--- src/rtl/acrw_pkg.sv ---
// shared types, constants and helpers for the audio capture ring writer
package acrw_pkg;

   localparam int MAX_BUFFER_BYTES = 65536;
   localparam int UPSAMPLE_FACTOR  = 4;

   localparam int FILL_W   = 17;
   localparam int OFFSET_W = 16;
   localparam int FRAG_W   = 16;
   localparam int FRAME_W  = 14;
   localparam int DATA_W   = 32;
   localparam int BYTES_W  = 3;
   localparam int SAMPLE_W = 16;
   localparam int SIZE_W   = 5;
   localparam int LANE_W   = $clog2(UPSAMPLE_FACTOR);

   // remainder unit: one quotient bit per step
   localparam int DIV_STEPS = FILL_W;
   localparam int DIV_CNT_W = $clog2(DIV_STEPS + 1);

   localparam logic [SIZE_W-1:0] SIZE_RAW      = SIZE_W'(1);
   localparam logic [SIZE_W-1:0] SIZE_MONO     = SIZE_W'(2);
   localparam logic [SIZE_W-1:0] SIZE_UPSAMPLE = SIZE_W'(4 * UPSAMPLE_FACTOR);

   localparam logic [BYTES_W-1:0] BYTES_RAW  = BYTES_W'(1);
   localparam logic [BYTES_W-1:0] BYTES_MONO = BYTES_W'(2);
   localparam logic [BYTES_W-1:0] BYTES_WORD = BYTES_W'(4);
   localparam logic [BYTES_W-1:0] BYTES_NONE = BYTES_W'(0);

   localparam logic [FILL_W-1:0] BUFFER_MAX     = FILL_W'(MAX_BUFFER_BYTES);
   localparam logic [FILL_W-1:0] BUFFER_RESET   = FILL_W'(65536);
   localparam logic [FRAG_W-1:0] FRAGMENT_RESET = FRAG_W'(4096);

   localparam int CSR_ADDR_W = 4;
   localparam int CSR_DATA_W = 32;

   typedef enum logic [1:0] {
      MODE_RAW      = 2'd0,
      MODE_MONO     = 2'd1,
      MODE_UPSAMPLE = 2'd2
   } mode_type;

   typedef enum logic [1:0] {
      REG_MODE     = 2'd0,
      REG_ENABLE   = 2'd1,
      REG_BUFFER   = 2'd2,
      REG_FRAGMENT = 2'd3
   } reg_index_type;

   typedef struct packed {
      logic [1:0]        mode;
      logic              enable;
      logic [FILL_W-1:0] buffer_bytes;
      logic [FRAG_W-1:0] period_bytes;
   } cfg_type;

   typedef struct packed {
      logic                                      load;
      logic [OFFSET_W-1:0]                       base;
      logic [UPSAMPLE_FACTOR-1:0][DATA_W-1:0]    words;
      logic [LANE_W-1:0]                         last_index;
      logic [BYTES_W-1:0]                        nbytes;
   } batch_type;

   typedef struct packed {
      logic               hold;
      logic               period_done;
      logic [FRAME_W-1:0] read_frame;
      logic               read_valid;
   } status_type;

   // (b - 128) * 128 as a 16-bit two's complement sample
   function automatic logic [SAMPLE_W-1:0] to_sample(input logic [7:0] b);
      return {~b[7], ~b[7], b[6:0], 7'b0};
   endfunction

endpackage

--- src/rtl/acrw_req_if.sv ---
// captured byte channel
interface acrw_req_if;
   logic       valid;
   logic       ready;
   logic [7:0] sample_byte;

   modport source (output valid, output sample_byte, input ready);
   modport sink   (input valid, input sample_byte, output ready);
endinterface

--- src/rtl/acrw_rsp_if.sv ---
// ring write channel
interface acrw_rsp_if;
   logic                                  valid;
   logic                                  ready;
   logic [acrw_pkg::OFFSET_W-1:0]         write_offset;
   logic [acrw_pkg::DATA_W-1:0]           write_data;
   logic [acrw_pkg::BYTES_W-1:0]          write_bytes;
   logic                                  period_done;
   logic [acrw_pkg::FRAME_W-1:0]          read_frame;
   logic                                  read_valid;
   logic                                  last;

   modport source (output valid, output write_offset, output write_data, output write_bytes,
                   output period_done, output read_frame, output read_valid, output last,
                   input ready);
   modport sink   (input valid, input write_offset, input write_data, input write_bytes,
                   input period_done, input read_frame, input read_valid, input last,
                   output ready);
endinterface

--- src/rtl/acrw_csr.sv ---
// configuration register file on an apb-style port
module acrw_csr (
   input  logic                              clock,
   input  logic                              reset,
   input  logic                              csr_psel,
   input  logic                              csr_penable,
   input  logic                              csr_pwrite,
   input  logic [acrw_pkg::CSR_ADDR_W-1:0]   csr_paddr,
   input  logic [acrw_pkg::CSR_DATA_W-1:0]   csr_pwdata,
   output logic [acrw_pkg::CSR_DATA_W-1:0]   csr_prdata,
   output logic                              csr_pready,
   output acrw_pkg::cfg_type                 cfg
);

   acrw_pkg::cfg_type       cfg_ff, cfg_in;
   acrw_pkg::reg_index_type index;
   logic                    write_en;

   assign csr_pready = 1'b1;
   assign index      = acrw_pkg::reg_index_type'(csr_paddr[3:2]);
   assign write_en   = csr_psel && csr_penable && csr_pwrite && csr_pready;
   assign cfg        = cfg_ff;

   always_comb begin
      cfg_in = cfg_ff;
      if (write_en) begin
         unique case (index)
            acrw_pkg::REG_MODE:     cfg_in.mode         = csr_pwdata[1:0];
            acrw_pkg::REG_ENABLE:   cfg_in.enable       = csr_pwdata[0];
            acrw_pkg::REG_BUFFER:   cfg_in.buffer_bytes = csr_pwdata[acrw_pkg::FILL_W-1:0];
            acrw_pkg::REG_FRAGMENT: cfg_in.period_bytes = csr_pwdata[acrw_pkg::FRAG_W-1:0];
            default:                cfg_in = cfg_ff;
         endcase
      end
   end

   always_comb begin
      unique case (index)
         acrw_pkg::REG_MODE:     csr_prdata = acrw_pkg::CSR_DATA_W'(cfg_ff.mode);
         acrw_pkg::REG_ENABLE:   csr_prdata = acrw_pkg::CSR_DATA_W'(cfg_ff.enable);
         acrw_pkg::REG_BUFFER:   csr_prdata = acrw_pkg::CSR_DATA_W'(cfg_ff.buffer_bytes);
         acrw_pkg::REG_FRAGMENT: csr_prdata = acrw_pkg::CSR_DATA_W'(cfg_ff.period_bytes);
         default:                csr_prdata = '0;
      endcase
   end

   always_ff @(posedge clock) begin
      if (reset) begin
         cfg_ff.mode         <= acrw_pkg::MODE_RAW;
         cfg_ff.enable       <= 1'b0;
         cfg_ff.buffer_bytes <= acrw_pkg::BUFFER_RESET;
         cfg_ff.period_bytes <= acrw_pkg::FRAGMENT_RESET;
      end else begin
         cfg_ff <= cfg_in;
      end
   end

endmodule

--- src/rtl/acrw_rem_unit.sv ---
// iterative restoring remainder unit, one bit per cycle
module acrw_rem_unit (
   input  logic                            clock,
   input  logic                            reset,
   input  logic                            start,
   input  logic [acrw_pkg::FILL_W-1:0]     dividend,
   input  logic [acrw_pkg::FRAG_W-1:0]     divisor,
   output logic                            busy,
   output logic                            done,
   output logic [acrw_pkg::FRAG_W-1:0]     remainder
);

   logic                              busy_ff, busy_in;
   logic                              done_ff, done_in;
   logic [acrw_pkg::DIV_CNT_W-1:0]    cnt_ff, cnt_in;
   logic [acrw_pkg::FILL_W-1:0]       dvd_ff, dvd_in;
   logic [acrw_pkg::FRAG_W-1:0]       dvs_ff, dvs_in;
   logic [acrw_pkg::FRAG_W-1:0]       rem_ff, rem_in;
   logic [acrw_pkg::FRAG_W:0]         partial;
   logic [acrw_pkg::FRAG_W:0]         diff;

   assign busy      = busy_ff;
   assign done      = done_ff;
   assign remainder = rem_ff;

   // shift in the next dividend bit, subtract when it fits
   assign partial = {rem_ff, dvd_ff[acrw_pkg::FILL_W-1]};
   assign diff    = partial - {1'b0, dvs_ff};

   always_comb begin
      busy_in = busy_ff;
      done_in = 1'b0;
      cnt_in  = cnt_ff;
      dvd_in  = dvd_ff;
      dvs_in  = dvs_ff;
      rem_in  = rem_ff;
      if (start) begin
         busy_in = 1'b1;
         cnt_in  = acrw_pkg::DIV_CNT_W'(acrw_pkg::DIV_STEPS);
         dvd_in  = dividend;
         dvs_in  = divisor;
         rem_in  = '0;
      end else if (busy_ff) begin
         rem_in = (partial >= {1'b0, dvs_ff}) ? diff[acrw_pkg::FRAG_W-1:0]
                                              : partial[acrw_pkg::FRAG_W-1:0];
         dvd_in = {dvd_ff[acrw_pkg::FILL_W-2:0], 1'b0};
         cnt_in = cnt_ff - 1'b1;
         if (cnt_ff == acrw_pkg::DIV_CNT_W'(1)) begin
            busy_in = 1'b0;
            done_in = 1'b1;
         end
      end
   end

   always_ff @(posedge clock) begin
      if (reset) begin
         busy_ff <= 1'b0;
         done_ff <= 1'b0;
         cnt_ff  <= '0;
      end else begin
         busy_ff <= busy_in;
         done_ff <= done_in;
         cnt_ff  <= cnt_in;
      end
      dvd_ff <= dvd_in;
      dvs_ff <= dvs_in;
      rem_ff <= rem_in;
   end

   a_rem_below_divisor: assert property (@(posedge clock) disable iff (reset)
      done_ff |-> (rem_ff < dvs_ff))
      else $error("remainder not below divisor");

   a_busy_has_count: assert property (@(posedge clock) disable iff (reset)
      busy_ff |-> (cnt_ff != '0))
      else $error("remainder unit busy with no steps left");

   a_no_restart: assert property (@(posedge clock) disable iff (reset)
      busy_ff |-> !start)
      else $error("remainder unit restarted while busy");

endmodule

--- src/rtl/acrw_engine.sv ---
// input register, sample formatting and ring pointer state
module acrw_engine (
   input  logic                   clock,
   input  logic                   reset,
   acrw_req_if.sink               req_chan,
   input  acrw_pkg::cfg_type      cfg,
   input  logic                   batch_ready,
   output acrw_pkg::batch_type    batch,
   output acrw_pkg::status_type   status
);

   localparam int W = acrw_pkg::FILL_W;

   logic [7:0]                          byte_ff, byte_in;
   logic                                byte_valid_ff, byte_valid_in;
   logic [W-1:0]                        fill_ff, fill_in;
   logic [W-1:0]                        nb_ff, nb_in;
   logic [acrw_pkg::FRAME_W-1:0]        frame_ff, frame_in;
   logic                                known_ff, known_in;
   logic                                pdone_ff, pdone_in;
   logic [acrw_pkg::SAMPLE_W-1:0]       prev_ff, prev_in;
   logic                                wait_ff, wait_in;

   logic                                take;
   logic                                fire;
   logic [W-1:0]                        buf_eff;
   logic [acrw_pkg::FRAG_W-1:0]         frag;
   logic [acrw_pkg::SIZE_W-1:0]         size;
   logic                                idle;
   logic                                wrap;
   logic [W-1:0]                        fill0, nb0, fill1;
   logic                                crossed;

   logic signed [acrw_pkg::SAMPLE_W-1:0] prev_s, new_s;
   logic signed [acrw_pkg::SAMPLE_W:0]   diff_s, delta_s;
   logic [acrw_pkg::SAMPLE_W-1:0]        d1, s1, s2, s3, s4;

   logic                                div_busy, div_done;
   logic [acrw_pkg::FRAG_W-1:0]         rem;
   logic [W:0]                          nb_sum;
   logic [W-1:0]                        rd_offset;
   logic                                whole;

   assign frag    = cfg.period_bytes;
   assign buf_eff = (cfg.buffer_bytes > acrw_pkg::BUFFER_MAX) ? acrw_pkg::BUFFER_MAX
                                                              : cfg.buffer_bytes;

   always_comb begin
      case (cfg.mode)
         acrw_pkg::MODE_MONO:     size = acrw_pkg::SIZE_MONO;
         acrw_pkg::MODE_UPSAMPLE: size = acrw_pkg::SIZE_UPSAMPLE;
         default:                 size = acrw_pkg::SIZE_RAW;
      endcase
   end

   assign idle = !cfg.enable || (buf_eff == '0) || (frag == '0) || (buf_eff < W'(size));

   assign wrap    = ({1'b0, fill_ff} + (W+1)'(size)) > {1'b0, buf_eff};
   assign fill0   = wrap ? '0 : fill_ff;
   assign nb0     = wrap ? W'(frag) : nb_ff;
   assign fill1   = fill0 + W'(size);
   assign crossed = fill1 >= nb0;

   // upsample: four steps of a truncated quarter delta
   assign prev_s  = prev_ff;
   assign new_s   = acrw_pkg::to_sample(byte_ff);
   assign diff_s  = (acrw_pkg::SAMPLE_W+1)'(new_s) - (acrw_pkg::SAMPLE_W+1)'(prev_s);
   assign delta_s = (diff_s + (diff_s[acrw_pkg::SAMPLE_W] ? 17'sd3 : 17'sd0)) >>> 2;
   assign d1      = delta_s[acrw_pkg::SAMPLE_W-1:0];
   assign s1      = prev_ff + d1;
   assign s2      = prev_ff + {d1[acrw_pkg::SAMPLE_W-2:0], 1'b0};
   assign s3      = s2 + d1;
   assign s4      = prev_ff + {d1[acrw_pkg::SAMPLE_W-3:0], 2'b0};

   assign fire          = byte_valid_ff && !wait_ff && batch_ready;
   assign req_chan.ready = !byte_valid_ff || fire;
   assign take          = req_chan.valid && req_chan.ready;

   // boundary result once the remainder is in
   assign nb_sum    = {1'b0, fill_ff} - (W+1)'(rem) + (W+1)'(frag);
   assign whole     = fill_ff >= W'(frag);
   assign rd_offset = fill_ff - W'(rem) - W'(frag);

   acrw_rem_unit u_rem (
      .clock     (clock),
      .reset     (reset),
      .start     (fire && !idle && crossed),
      .dividend  (fill1),
      .divisor   (frag),
      .busy      (div_busy),
      .done      (div_done),
      .remainder (rem)
   );

   always_comb begin
      batch.load       = fire;
      batch.base       = fill_ff[acrw_pkg::OFFSET_W-1:0];
      batch.words      = '0;
      batch.last_index = '0;
      batch.nbytes     = acrw_pkg::BYTES_NONE;
      if (!idle) begin
         batch.base = fill0[acrw_pkg::OFFSET_W-1:0];
         case (cfg.mode)
            acrw_pkg::MODE_MONO: begin
               // sample in the low half, high bytes zero
               batch.words[0] = {{(acrw_pkg::DATA_W-acrw_pkg::SAMPLE_W){1'b0}}, new_s};
               batch.nbytes   = acrw_pkg::BYTES_MONO;
            end
            acrw_pkg::MODE_UPSAMPLE: begin
               batch.words[0]   = {s1, s1};
               batch.words[1]   = {s2, s2};
               batch.words[2]   = {s3, s3};
               batch.words[3]   = {s4, s4};
               batch.last_index = acrw_pkg::LANE_W'(acrw_pkg::UPSAMPLE_FACTOR - 1);
               batch.nbytes     = acrw_pkg::BYTES_WORD;
            end
            default: begin
               batch.words[0] = acrw_pkg::DATA_W'(byte_ff);
               batch.nbytes   = acrw_pkg::BYTES_RAW;
            end
         endcase
      end
   end

   assign status.hold        = wait_ff;
   assign status.period_done = pdone_ff;
   assign status.read_frame  = frame_ff;
   assign status.read_valid  = known_ff;

   always_comb begin
      byte_in       = byte_ff;
      byte_valid_in = byte_valid_ff;
      fill_in       = fill_ff;
      nb_in         = nb_ff;
      frame_in      = frame_ff;
      known_in      = known_ff;
      pdone_in      = pdone_ff;
      prev_in       = prev_ff;
      wait_in       = wait_ff;
      if (fire) begin
         byte_valid_in = 1'b0;
         pdone_in      = 1'b0;
         if (!idle) begin
            fill_in = fill1;
            nb_in   = nb0;
            wait_in = crossed;
            if (cfg.mode == acrw_pkg::MODE_UPSAMPLE) begin
               prev_in = s4;
            end
         end
      end
      if (take) begin
         byte_in       = req_chan.sample_byte;
         byte_valid_in = 1'b1;
      end
      if (div_done) begin
         wait_in  = 1'b0;
         nb_in    = (nb_sum > {1'b0, buf_eff}) ? W'(frag) : nb_sum[W-1:0];
         known_in = whole;
         pdone_in = whole;
         frame_in = whole ? rd_offset[acrw_pkg::OFFSET_W-1:2] : '0;
      end
   end

   always_ff @(posedge clock) begin
      if (reset) begin
         byte_valid_ff <= 1'b0;
         fill_ff       <= '0;
         nb_ff         <= W'(acrw_pkg::FRAGMENT_RESET);
         frame_ff      <= '0;
         known_ff      <= 1'b0;
         pdone_ff      <= 1'b0;
         prev_ff       <= '0;
         wait_ff       <= 1'b0;
      end else begin
         byte_valid_ff <= byte_valid_in;
         fill_ff       <= fill_in;
         nb_ff         <= nb_in;
         frame_ff      <= frame_in;
         known_ff      <= known_in;
         pdone_ff      <= pdone_in;
         prev_ff       <= prev_in;
         wait_ff       <= wait_in;
      end
      byte_ff <= byte_in;
   end

   a_done_only_waiting: assert property (@(posedge clock) disable iff (reset)
      div_done |-> wait_ff)
      else $error("remainder returned with no boundary pending");

   a_wait_tracks_unit: assert property (@(posedge clock) disable iff (reset)
      (wait_ff && !div_done) |-> div_busy)
      else $error("boundary pending with remainder unit idle");

   a_fill_held_while_waiting: assert property (@(posedge clock) disable iff (reset)
      (wait_ff && $past(wait_ff)) |-> $stable(fill_ff))
      else $error("fill moved during boundary update");

   a_fill_in_ring: assert property (@(posedge clock) disable iff (reset)
      $past(fire && !idle) |-> (fill_ff <= $past(buf_eff)))
      else $error("fill passed buffer end");

endmodule

--- src/rtl/acrw_serializer.sv ---
// result register that hands out one ring write per cycle while rsp_chan is ready and no boundary update holds it
module acrw_serializer (
   input  logic                   clock,
   input  logic                   reset,
   input  acrw_pkg::batch_type    batch,
   input  acrw_pkg::status_type   status,
   output logic                   batch_ready,
   acrw_rsp_if.source             rsp_chan
);

   logic                                              active_ff, active_in;
   logic [acrw_pkg::LANE_W-1:0]                       idx_ff, idx_in;
   logic [acrw_pkg::LANE_W-1:0]                       last_idx_ff, last_idx_in;
   logic [acrw_pkg::OFFSET_W-1:0]                     base_ff, base_in;
   logic [acrw_pkg::UPSAMPLE_FACTOR-1:0][acrw_pkg::DATA_W-1:0] words_ff, words_in;
   logic [acrw_pkg::BYTES_W-1:0]                      nbytes_ff, nbytes_in;
   logic                                              pop;
   logic                                              is_last;

   assign is_last     = idx_ff == last_idx_ff;
   assign pop         = rsp_chan.valid && rsp_chan.ready;
   assign batch_ready = !active_ff || (pop && is_last);

   assign rsp_chan.valid        = active_ff && !status.hold;
   assign rsp_chan.write_offset = base_ff + {{(acrw_pkg::OFFSET_W-acrw_pkg::LANE_W-2){1'b0}},
                                             idx_ff, 2'b00};
   assign rsp_chan.write_data   = words_ff[idx_ff];
   assign rsp_chan.write_bytes  = nbytes_ff;
   assign rsp_chan.period_done  = is_last && status.period_done;
   assign rsp_chan.read_frame   = status.read_frame;
   assign rsp_chan.read_valid   = status.read_valid;
   assign rsp_chan.last         = is_last;

   always_comb begin
      active_in   = active_ff;
      idx_in      = idx_ff;
      last_idx_in = last_idx_ff;
      base_in     = base_ff;
      words_in    = words_ff;
      nbytes_in   = nbytes_ff;
      if (pop) begin
         if (is_last) begin
            active_in = 1'b0;
         end else begin
            idx_in = idx_ff + 1'b1;
         end
      end
      if (batch.load) begin
         active_in   = 1'b1;
         idx_in      = '0;
         last_idx_in = batch.last_index;
         base_in     = batch.base;
         words_in    = batch.words;
         nbytes_in   = batch.nbytes;
      end
   end

   always_ff @(posedge clock) begin
      if (reset) begin
         active_ff <= 1'b0;
         idx_ff    <= '0;
      end else begin
         active_ff <= active_in;
         idx_ff    <= idx_in;
      end
      last_idx_ff <= last_idx_in;
      base_ff     <= base_in;
      words_ff    <= words_in;
      nbytes_ff   <= nbytes_in;
   end

   a_load_when_free: assert property (@(posedge clock) disable iff (reset)
      batch.load |-> batch_ready)
      else $error("batch loaded over undelivered writes");

   a_mid_batch_stays: assert property (@(posedge clock) disable iff (reset)
      (pop && !is_last) |=> (active_ff && idx_ff == $past(idx_ff) + 1'b1))
      else $error("batch dropped before its last write");

   a_index_in_range: assert property (@(posedge clock) disable iff (reset)
      active_ff |-> (idx_ff <= last_idx_ff))
      else $error("write index past end of batch");

endmodule

--- src/rtl/audio_capture_ring_writer.sv ---
// top level of the audio capture ring writer
//
//   channel   dir   handshake                 transaction
//   req_chan  in    valid/ready               one captured byte
//   rsp_chan  out   valid/ready               one ring write (offset, data, pointer status)
//   csr_*     in    apb setup/access, pready  one register write or read
//
// raw and mono bytes make one write each and can follow back to back; an upsampled byte makes
// four writes and holds the result port until the last of them is taken
// reaching a fragment boundary holds the result port while the remainder unit finds
// fill mod period size, one bit per cycle
// a byte passes through the input reg and then the result reg before its first write
// synchronous reset sets pointers, previous sample and control registers to their reset values; no clearing pass
// a stall on rsp_chan backs up into req_chan after one buffered byte
module audio_capture_ring_writer (
   input  logic                              clock,
   input  logic                              reset,
   acrw_req_if.sink                          req_chan,
   acrw_rsp_if.source                        rsp_chan,
   input  logic                              csr_psel,
   input  logic                              csr_penable,
   input  logic                              csr_pwrite,
   input  logic [acrw_pkg::CSR_ADDR_W-1:0]   csr_paddr,
   input  logic [acrw_pkg::CSR_DATA_W-1:0]   csr_pwdata,
   output logic [acrw_pkg::CSR_DATA_W-1:0]   csr_prdata,
   output logic                              csr_pready
);

   acrw_pkg::cfg_type      cfg;
   acrw_pkg::batch_type    batch;
   acrw_pkg::status_type   status;
   logic                   batch_ready;

   // mode, enable, buffer and fragment sizes
   acrw_csr u_csr (
      .clock       (clock),
      .reset       (reset),
      .csr_psel    (csr_psel),
      .csr_penable (csr_penable),
      .csr_pwrite  (csr_pwrite),
      .csr_paddr   (csr_paddr),
      .csr_pwdata  (csr_pwdata),
      .csr_prdata  (csr_prdata),
      .csr_pready  (csr_pready),
      .cfg         (cfg)
   );

   // byte register, formatting into a batch of writes, fill and read pointers
   acrw_engine u_engine (
      .clock       (clock),
      .reset       (reset),
      .req_chan    (req_chan),
      .cfg         (cfg),
      .batch_ready (batch_ready),
      .batch       (batch),
      .status      (status)
   );

   // holds one batch and hands its writes out in order; held back while
   // the boundary update is still running
   acrw_serializer u_serializer (
      .clock       (clock),
      .reset       (reset),
      .batch       (batch),
      .status      (status),
      .batch_ready (batch_ready),
      .rsp_chan    (rsp_chan)
   );

endmodule
--- src/flat_wrapper.sv ---
// flat-port wrapper written by rule: the top's interface ports become plain ports
module audio_capture_ring_writer_flat 
  (clock, reset, csr_psel, csr_penable, csr_pwrite, csr_paddr, csr_pwdata, csr_prdata, csr_pready, req_chan_valid, req_chan_sample_byte, req_chan_ready, rsp_chan_valid, rsp_chan_write_offset, rsp_chan_write_data, rsp_chan_write_bytes, rsp_chan_period_done, rsp_chan_read_frame, rsp_chan_read_valid, rsp_chan_last, rsp_chan_ready);
  acrw_req_if req_chan_i ();
  acrw_rsp_if rsp_chan_i ();
  input  logic clock;
  input  logic reset;
  input  logic csr_psel;
  input  logic csr_penable;
  input  logic csr_pwrite;
  input  logic [acrw_pkg::CSR_ADDR_W-1:0] csr_paddr;
  input  logic [acrw_pkg::CSR_DATA_W-1:0] csr_pwdata;
  output logic [acrw_pkg::CSR_DATA_W-1:0] csr_prdata;
  output logic csr_pready;
  input wire logic [$bits(req_chan_i.valid)-1:0] req_chan_valid;
  input wire logic [$bits(req_chan_i.sample_byte)-1:0] req_chan_sample_byte;
  output wire logic [$bits(req_chan_i.ready)-1:0] req_chan_ready;
  output wire logic [$bits(rsp_chan_i.valid)-1:0] rsp_chan_valid;
  output wire logic [$bits(rsp_chan_i.write_offset)-1:0] rsp_chan_write_offset;
  output wire logic [$bits(rsp_chan_i.write_data)-1:0] rsp_chan_write_data;
  output wire logic [$bits(rsp_chan_i.write_bytes)-1:0] rsp_chan_write_bytes;
  output wire logic [$bits(rsp_chan_i.period_done)-1:0] rsp_chan_period_done;
  output wire logic [$bits(rsp_chan_i.read_frame)-1:0] rsp_chan_read_frame;
  output wire logic [$bits(rsp_chan_i.read_valid)-1:0] rsp_chan_read_valid;
  output wire logic [$bits(rsp_chan_i.last)-1:0] rsp_chan_last;
  input wire logic [$bits(rsp_chan_i.ready)-1:0] rsp_chan_ready;
  assign req_chan_i.valid = req_chan_valid;
  assign req_chan_i.sample_byte = req_chan_sample_byte;
  assign req_chan_ready = req_chan_i.ready;
  assign rsp_chan_valid = rsp_chan_i.valid;
  assign rsp_chan_write_offset = rsp_chan_i.write_offset;
  assign rsp_chan_write_data = rsp_chan_i.write_data;
  assign rsp_chan_write_bytes = rsp_chan_i.write_bytes;
  assign rsp_chan_period_done = rsp_chan_i.period_done;
  assign rsp_chan_read_frame = rsp_chan_i.read_frame;
  assign rsp_chan_read_valid = rsp_chan_i.read_valid;
  assign rsp_chan_last = rsp_chan_i.last;
  assign rsp_chan_i.ready = rsp_chan_ready;
  audio_capture_ring_writer u_core (.clock(clock), .reset(reset), .req_chan(req_chan_i), .rsp_chan(rsp_chan_i), .csr_psel(csr_psel), .csr_penable(csr_penable), .csr_pwrite(csr_pwrite), .csr_paddr(csr_paddr), .csr_pwdata(csr_pwdata), .csr_prdata(csr_prdata), .csr_pready(csr_pready));
endmodule
--- config.mk ---
export PLATFORM = sky130hd
export DESIGN_NAME = audio_capture_ring_writer_flat
export DESIGN_NICKNAME = d
export VERILOG_FILES = /design/src/rtl/acrw_pkg.sv /design/src/rtl/acrw_req_if.sv /design/src/rtl/acrw_rsp_if.sv /design/src/rtl/acrw_csr.sv /design/src/rtl/acrw_rem_unit.sv /design/src/rtl/acrw_engine.sv /design/src/rtl/acrw_serializer.sv /design/src/rtl/audio_capture_ring_writer.sv /design/src/flat_wrapper.sv
export SDC_FILE = /design/constraint.sdc
export NUM_CORES = 1
export LEC_CHECK = 0
export ABC_AREA = 0
export BUFFER_PORTS_ARGS = -buffer_cell sky130_fd_sc_hd__buf_2
export CAP_MARGIN = 20
export CORE_ASPECT_RATIO = 0.75
export CORE_MARGIN = 1.5
export CORE_UTILIZATION = 35
export CTS_CLUSTER_SIZE = 8
export DETAILED_ROUTE_END_ITERATION = 6
export PLACE_DENSITY = 0.6
export SETUP_SLACK_MARGIN = 0.5
export SLEW_MARGIN = 10
export SYNTH_ARGS = -nofsm -noshare
export SYNTH_HDL_FRONTEND = slang
export SYNTH_SLANG_ARGS = --single-unit
--- constraint.sdc ---
create_clock -name clock -period 22.3 [get_ports clock]
set_input_delay 1.115 -clock clock [delete_from_list [all_inputs] [get_ports clock]]
set_output_delay 1.115 -clock clock [all_outputs]
set_load 0.02 [all_outputs]
Yosys cells after proc, flatten, opt, wreduce, memory -nomap -nowiden
Cells that the tools add are included.
{"block": "totals", "register_bits": 320, "output_inout_bits": 103, "inputBits": 51, "elab_cells": 142}
{"block": "classes", "n_reduce_logical": 43, "bitwise": 5, "order_cmp": 8, "n_mux": 33, "eq_ne": 8, "n_addsub": 16}
{"op": "2-to-1 mux 17 bit", "count": 9}
{"op": "2-to-1 mux 149 bit", "count": 1}
{"op": "one-hot mux 32 bit (4 select lines)", "count": 1}
{"op": "2-to-1 mux 96 bit", "count": 1}
{"op": "adder 16 bit", "count": 4}
{"op": "binary-select mux 32 bit (select 2 bit)", "count": 1}
{"op": "one-hot mux 32 bit (2 select lines)", "count": 1}
{"op": "subtractor 16 bit", "count": 3}
{"op": "> comparator 18 x 17 -> 1 bit", "count": 2}
{"op": "greater-or-equal comparator 17 x 16 -> 1 bit", "count": 2}
{"op": "2-to-1 mux 32 bit", "count": 1}
{"op": "adder 17 x 5 -> 18 bit", "count": 1}
{"op": "adder 18 x 16 -> 18 bit", "count": 1}
{"op": "subtractor 17 x 16 -> 18 bit", "count": 1}
{"op": "adder 17 x 3 -> 17 bit", "count": 1}
{"op": "adder 17 x 5 -> 17 bit", "count": 1}
{"op": "greater-or-equal comparator 17 bit", "count": 1}
{"op": "> comparator 17 bit (second input constant)", "count": 1}
{"op": "zero test 17 bit", "count": 1}
{"op": "less-than comparator 17 x 5 -> 1 bit", "count": 1}
{"op": "subtractor 15 x 16 -> 17 bit", "count": 1}
{"op": "adder 16 x 4 -> 16 bit", "count": 1}
{"op": "zero test 16 bit", "count": 1}
{"op": "2-to-1 mux 16 bit", "count": 1}
{"op": "other kinds (24)", "count": 74}

Longest topological paths before layout
{"block": "depth", "word_depth": 10, "depth_mapped": 38, "ltp_nobuf": 35}

Hierarchy
Synthesis repeated with hierarchy kept, for this count alone.
{"block": "unflattened", "cells_unflattened": 2062, "hier_area_um2": 21011.4}
{"mod": "acrw_engine", "cells_per_inst": 1287, "instances": 1, "area_each_um2": 10002.1}
{"mod": "acrw_serializer", "cells_per_inst": 261, "instances": 1, "area_each_um2": 5835.6}
{"mod": "acrw_rem_unit", "cells_per_inst": 316, "instances": 1, "area_each_um2": 3214.3}
{"mod": "acrw_csr", "cells_per_inst": 198, "instances": 1, "area_each_um2": 1959.4}

Least setup slack after synthesis
Ideal clock, no wire load.
{"block": "synth_path", "path_kind": "reg-to-reg", "startpoint": "reg u_core.u_csr.cfg_ff (netlist bit u_core.u_csr.cfg[34])", "endpoint": "reg u_core.u_engine.u_rem.dvd_ff[0] (netlist bit), enable pin", "stages_incl_launch_ff": 36, "setup_ns": 0.373, "path_slack_ns": 15.200, "arrival_ns": 6.727, "required_ns": 21.927, "n_path_buf": 3, "cell_sequence": "dfxtp_1 -> inv_1 -> ha_1 -> ha_1 -> ha_1 -> a21oi_1 -> nor2_1 -> a21oi_1 -> nor2_1 -> and2_1 -> xnor2_1 -> ha_1 -> o21ai_0 -> o21a_1 -> o21ai_0 -> o31ai_2 -> nand2_2 -> buf_2 -> buf_2 -> nor2_1 -> ha_1 -> ha_1 -> a21oi_1 -> o21bai_1 -> nor2b_1 -> nand2_1 -> nor3_1 -> xnor2_1 -> nor2_1 -> ha_1 -> nand4_1 -> nor4_1 -> o21ai_0 -> a41o_4 -> buf_2 -> nand2_1"}
{"block": "synth_via", "elab_chain_cells": 9, "elab_cells_between_ends": 15, "classes_between": "add/sub (2); order compare (3); eq/ne (2); mux (3); reduce/logical (5)"}
{"item": "start: declaration", "line_no": "acrw_csr.sv:15", "source": "acrw_pkg::cfg_type cfg_ff, cfg_in;"}
{"item": "start signal: assignment", "line_no": "acrw_csr.sv:54", "source": "cfg_ff <= cfg_in;"}
{"item": "== test 2 bit / == test 2 x 1 -> 1 bit (equally long branches)", "line_no": "acrw_engine.sv:49", "source": "case (cfg.mode)"}
{"item": "one-hot mux 5 bit (2 select lines) (*)", "line_no": "acrw_engine.sv:49"}
{"item": "via u_core.u_engine.size (one bit)", "line_no": "acrw_engine.sv:28", "source": "logic [acrw_pkg::SIZE_W-1:0] size;"}
{"item": "adder 17 x 5 -> 18 bit", "line_no": "acrw_engine.sv:58", "source": "assign wrap = ({1'b0, fill_ff} + (W+1)'(size)) > {1'b0, buf_eff};"}
{"item": "> comparator 18 x 17 -> 1 bit", "line_no": "acrw_engine.sv:58"}
{"item": "2-to-1 mux 17 bit", "line_no": "acrw_engine.sv:59", "source": "assign fill0 = wrap ? '0 : fill_ff;"}
{"item": "adder 17 x 5 -> 17 bit (*)", "line_no": "acrw_engine.sv:61", "source": "assign fill1 = fill0 + W'(size);"}
{"item": "via u_core.u_engine.fill1[14]", "line_no": "acrw_engine.sv:31", "source": "logic [W-1:0] fill0, nb0, fill1;"}
{"item": "greater-or-equal comparator 17 bit (*)", "line_no": "acrw_engine.sv:62", "source": "assign crossed = fill1 >= nb0;"}
{"item": "logical AND 1 bit (*)", "line_no": "acrw_engine.sv:87", "source": ".start (fire && !idle && crossed),"}
{"item": "nonzero test 2 bit (no line) (*)"}
{"item": "end signal: assignment", "line_no": "acrw_rem_unit.sv:65", "source": "dvd_ff <= dvd_in;"}
{"item": "end: declaration", "line_no": "acrw_rem_unit.sv:16", "source": "logic [acrw_pkg::FILL_W-1:0] dvd_ff, dvd_in;"}
Mark *: on every way through the listed nets, which the timed path passes. The rest lies on a longest branch.
A chain may end at the register's enable or synchronous reset.

Worst setup path after layout
{"block": "layout_path", "startpoint": "reg u_core.u_csr.cfg_ff (netlist bit u_core.u_csr.cfg[34])", "endpoint": "reg u_core.u_engine.u_rem.dvd_ff[8] (netlist bit) (data pin)"}
{"block": "layout_via", "elab_chain_cells": 9, "elab_cells_between_ends": 15, "classes_between": "add/sub (2); order compare (3); eq/ne (2); mux (4); reduce/logical (4)"}
{"item": "== test 2 bit / == test 2 x 1 -> 1 bit (equally long branches)", "line_no": "acrw_engine.sv:49"}
{"item": "one-hot mux 5 bit (2 select lines) (*)", "line_no": "acrw_engine.sv:49"}
{"item": "via u_core.u_engine.size (one bit)", "line_no": "acrw_engine.sv:28"}
{"item": "adder 17 x 5 -> 18 bit", "line_no": "acrw_engine.sv:58"}
{"item": "> comparator 18 x 17 -> 1 bit", "line_no": "acrw_engine.sv:58"}
{"item": "2-to-1 mux 17 bit", "line_no": "acrw_engine.sv:59"}
{"item": "adder 17 x 5 -> 17 bit (*)", "line_no": "acrw_engine.sv:61"}
{"item": "via u_core.u_engine.fill1[14]", "line_no": "acrw_engine.sv:31"}
{"item": "greater-or-equal comparator 17 bit (*)", "line_no": "acrw_engine.sv:62"}
{"item": "logical AND 1 bit (*)", "line_no": "acrw_engine.sv:87"}
{"item": "2-to-1 mux 17 bit (*)", "line_no": "acrw_rem_unit.sv:37", "source": "if (start) begin"}
{"item": "via u_core.u_engine.u_rem.dvd_in (one bit)", "line_no": "acrw_rem_unit.sv:16"}
Marks and branches as above.

==> metrics.csv <==
stage,metric,value,unit
status,status,finished clean,
synth,Synth area leaders,"edfxtp_1 (20%), dfxtp_1 (14%), ha_1 (12%)",
synth,top-area cell type share of the netlist area,19.94,%
clock_tree,htree depth,2,
global_route,antenna violations before repair,1,
setup_path,r2r endpoint,u_core.u_engine.u_rem.dvd_ff[8]$_DFFE_PP_,
finish,Finished Core Util,40.05,%
synth,post-synthesis mux area share,5.737,%
die,Chip Height,196.5,um
pwr,sw frac,26.57,%
routing,final WL,53640,um
routing,routed length per instance,20.05,um
clock_tree,worst skew pair latency,0.56,ns
timing,FMAX,107.1,MHz
routing,violation count after the first detailed-route iteration,1494,
setup_path,CP max stage delay,0.73,ns
finish,Layout fillers,4879,
setup_path,Critical Path AT,9.64,ns
clock_tree,root buffer cell,clkbuf_16,
place,Post-DP Area,18600,um2
synth,"Seq/Total Area, Yosys",34.03,%
routing,vias per cell,5.395,
die,I/O pins,154,
place,hpwl dp,41310,um
clock_tree,Worst-path clk slew,0.05,ns
timing,final setup fails,0,
place,GPL Wtd Cong,0.9285,
synth,Synth Area in Simple Gates,16.09,%
synth,#FFs+latches synth,239,
synth,asr flop ratio synth,0,%
timing,fin. max-slew vios,0,
setup_path,cell mode on critical path,ha_1,
synth,Synth Area in Adders,16.70,%
place,PortBufs,115,
hold_path,Hold Startpoint,u_core.u_engine.frame_ff[12]$_SDFFE_PP0P_,
clock_tree,CTS buffer count,36,
routing,# DRC,0,
routing,drt first pass iters,5,
synth,leading area contributor after synthesis,edfxtp_1,
setup_path,Reg2Reg Depth,33,
pwr,Leakage Power,8.164,nW
synth,YS warnings,0,
pwr,peak supply drop,0.05577,mV
finish,layout cell share with drive strength beyond 1,11.49,%
synth,most numerous cell in the Yosys netlist,nand2_1,
pwr,internal power,0.0008170,W
setup_path,Reg2Reg Setup Slack,12.96,ns
global_route,Tot GR Track Use,20.85,%
finish,P&R area growth vs syn,12.43,%
clock_tree,clk sinks,239,
timing,minimum clock period,9.340,ns
routing,Routed Antenna Nets,0,
timing,Tightest Pin Transition,1.013,ns
pwr,Psw,0.0002956,W
synth,Post-synth top cells,"nand2_1 (179), ha_1 (174), nor2_1 (171)",
die,die width,261.0,um
finish,Final nets,2265,
clock_tree,cts hold-fix bufs,0,
setup_path,Worst EP required,22.60,ns
pwr,Pwr Density,56.64,nW/um2
clock_tree,CTS tree,built,
die,Starting Density,35.62,%
clock_tree,CTS resizes,0,
clock_tree,Post-CTS Setup Inserts,0,
global_route,first-pass GRT wire length,81470,um
finish,n_diodes,0,
synth,mean post-synth cell area,9.185,um2
finish,Post-Layout Inst Area,19640,um2
setup_path,RR Startpoint,u_core.u_csr.cfg[34]$_SDFFE_PP0P_,
timing,fin crit share,41.88,%
global_route,largest net degree at the start of global routing,79,
synth,Post-synth top flop,dfxtp_1,
clock_tree,CTS max path bufs,3,
synth,Syn Inst Count,1902,
synth,Post-Synth XOR/XNOR Area,5.565,%
setup_path,critical path launch point type,flip-flop,
die,core box area,49050,um2
synth,Unique masters post-synth,82,
flow_run,max cap viols,0,
pwr,Clk pwr share,46.3,%
die,die area,51280,um2
timing,Clock Skews,0.02834,ns
timing,Rel. slew slack,32.34,%
routing,Vias,14438,
hold_path,Hold Path Class,reg2reg,
setup_path,CP Capture Type,flip-flop,
synth,largest family of logic cells by synthesized area,adder cells,
synth,synthesized area,17470,um2
pwr,Comb pwr share,10.8,%
synth,post-synthesis compound-gate area fraction,15.81,%
setup_path,Crit Path Max Fanout,39,
timing,RSZ-0062 raised after global routing,no,
die,Site Rows,70,
timing,setup TNS,0,ns
global_route,total gr overflow,0,
global_route,vias in the first global route,13667,
timing,final hold vios,0,
setup_path,critical path class,reg2reg,
pwr,Seq pwr share,43.0,%
setup_path,slowest CP cell,inv_2,
synth,number of flops mapped to enable cells by yosys,116,
hold_path,Hold Path Sink,u_core.u_engine.frame_ff[12]$_SDFFE_PP0P_,
hold_path,hold-critical path depth,2,
==> per-layer routing <==
layer | share of wire [%] | global-route usage [%] | vias to the layer above
met2 | 40 | 28.81 | 505
met3 | 8.6 | 4.771 | 67
met5 | 0 | 0 | -
li1 | - | - | 6888
met4 | 2.1 | 5.896 | 0
met1 | 49 | 31.87 | 6978
==> per-stage QoR <==
| stage | setup slack [ns] | power [W] | hold slack (ns) | cells |
|---|---|---|---|---|
| after floorplan | 15.20 | 0.0005709 | 0.4525 | 1921 |
| after global placement | 13.31 | 0.0006021 | 0.4284 | 2613 |
| after detailed placement | 13.16 | 0.0006045 | 0.4328 | 2613 |
| after CTS | 13.14 | 0.001124 | 0.4410 | 2676 |
| after global routing | 12.16 | 0.001153 | 0.4757 | 2676 |
| final | 12.96 | 0.001113 | 0.4379 | 2676 |
==> registers in the layout (all words and copies together), names as in the netlist, 2 cells and up <==
| register | count |
|---|---|
| u_core.u_engine.byte_ff | 8 |
| u_core.u_csr.cfg | 36 |
| u_core.u_engine.u_rem.remainder | 16 |
| u_core.u_engine.frame_ff | 14 |
| u_core.u_engine.prev_ff | 9 |
| u_core.u_engine.u_rem.cnt_ff | 5 |
| u_core.u_serializer.base_ff | 16 |
| u_core.u_engine.u_rem.dvs_ff | 16 |
| u_core.u_engine.u_rem.dvd_ff | 17 |
| u_core.u_engine.nb_ff | 17 |
| u_core.u_serializer.idx_ff | 2 |
| u_core.u_engine.fill_ff | 17 |
| u_core.u_serializer.rsp_chan.write_bytes | 2 |
| u_core.u_serializer.words_ff | 56 |
==> power groups by stage <==
stage               registers, W   logic, W  clock network (W)
finish                  0.000478   0.000120           0.000515
global route            0.000479   0.000130           0.000544
CTS                     0.000478   0.000118           0.000528
detailed placement      0.000487   0.000118                  0
global placement        0.000486   0.000116                  0
floorplan               0.000483  0.0000877                  0
==> placed cells by master, fill, tap and decap left out, types with 26 or more instances in the layout <==
master and instances:
xor2_1 29, edfxtp_1 116, clkbuf_16 36, mux2i_1 42
and3_1 26, nand3_1 36, nor2b_1 41, dfxtp_1 123
a21o_1 31, nor2_1 170, a21oi_1 150, fa_1 37
inv_1 159, xnor2_1 82, buf_2 115, o21ai_0 80
nor3_1 30, nand2_1 179, ha_1 174
==> worst max-delay path by stage <==
stage	from	end	slack, ns	cells after the start
after floorplan	u_core.u_csr.cfg[34]$_SDFFE_PP0P_	u_core.u_engine.u_rem.dvd_ff[0]$_SDFFCE_PN0P_	15.20	35
after global placement	u_core.u_csr.cfg[34]$_SDFFE_PP0P_	u_core.u_engine.u_rem.dvd_ff[8]$_DFFE_PP_	13.31	33
after detailed placement	u_core.u_csr.cfg[34]$_SDFFE_PP0P_	u_core.u_engine.u_rem.dvd_ff[7]$_DFFE_PP_	13.16	33
after CTS	u_core.u_csr.cfg[34]$_SDFFE_PP0P_	u_core.u_engine.u_rem.dvd_ff[8]$_DFFE_PP_	13.14	33
after global routing	u_core.u_csr.cfg[34]$_SDFFE_PP0P_	u_core.u_engine.u_rem.dvd_ff[8]$_DFFE_PP_	12.16	33
final	u_core.u_csr.cfg[34]$_SDFFE_PP0P_	u_core.u_engine.u_rem.dvd_ff[8]$_DFFE_PP_	12.96	33
==> layout make-up <==
cell class / instances / area (um2) / area share [%]
timing repair buffer: 130 / 688.2 / 3.504
clock inverter: 5 / 55.05 / 0.2803
inverter: 163 / 611.8 / 3.115
clock buffer: 58 / 983.4 / 5.007
sequential: 239 / 5946 / 30.27
tap: 648 / 810.8 / 4.128
multi-input combinational: 1433 / 10550 / 53.70
==> worst max-delay path: cells and delay by family (launching register included) <==
kind | cells | cell delay, ns
muxes | 1 | 0.42
DFF | 1 | 0.40
xor gates and xnor gates | 2 | 0.43
adders and majority gates | 7 | 2.00
AOI/OAI and AO/OA | 10 | 2.65
and+or+nand+nor | 11 | 2.37
buffers and inverters | 2 | 0.80
==> kinds of logic after synthesis <==
| family | count (synthesis) |
|---|---|
| fa+ha+maj | 211 |
| mux | 73 |
| xor+xnor | 111 |
| other cells | 2 |
| compound gates | 422 |
| buf+inv | 249 |
| flops | 239 |
| simple gates | 595 |
No activity file was read; power rests on OpenSTA's default activity.
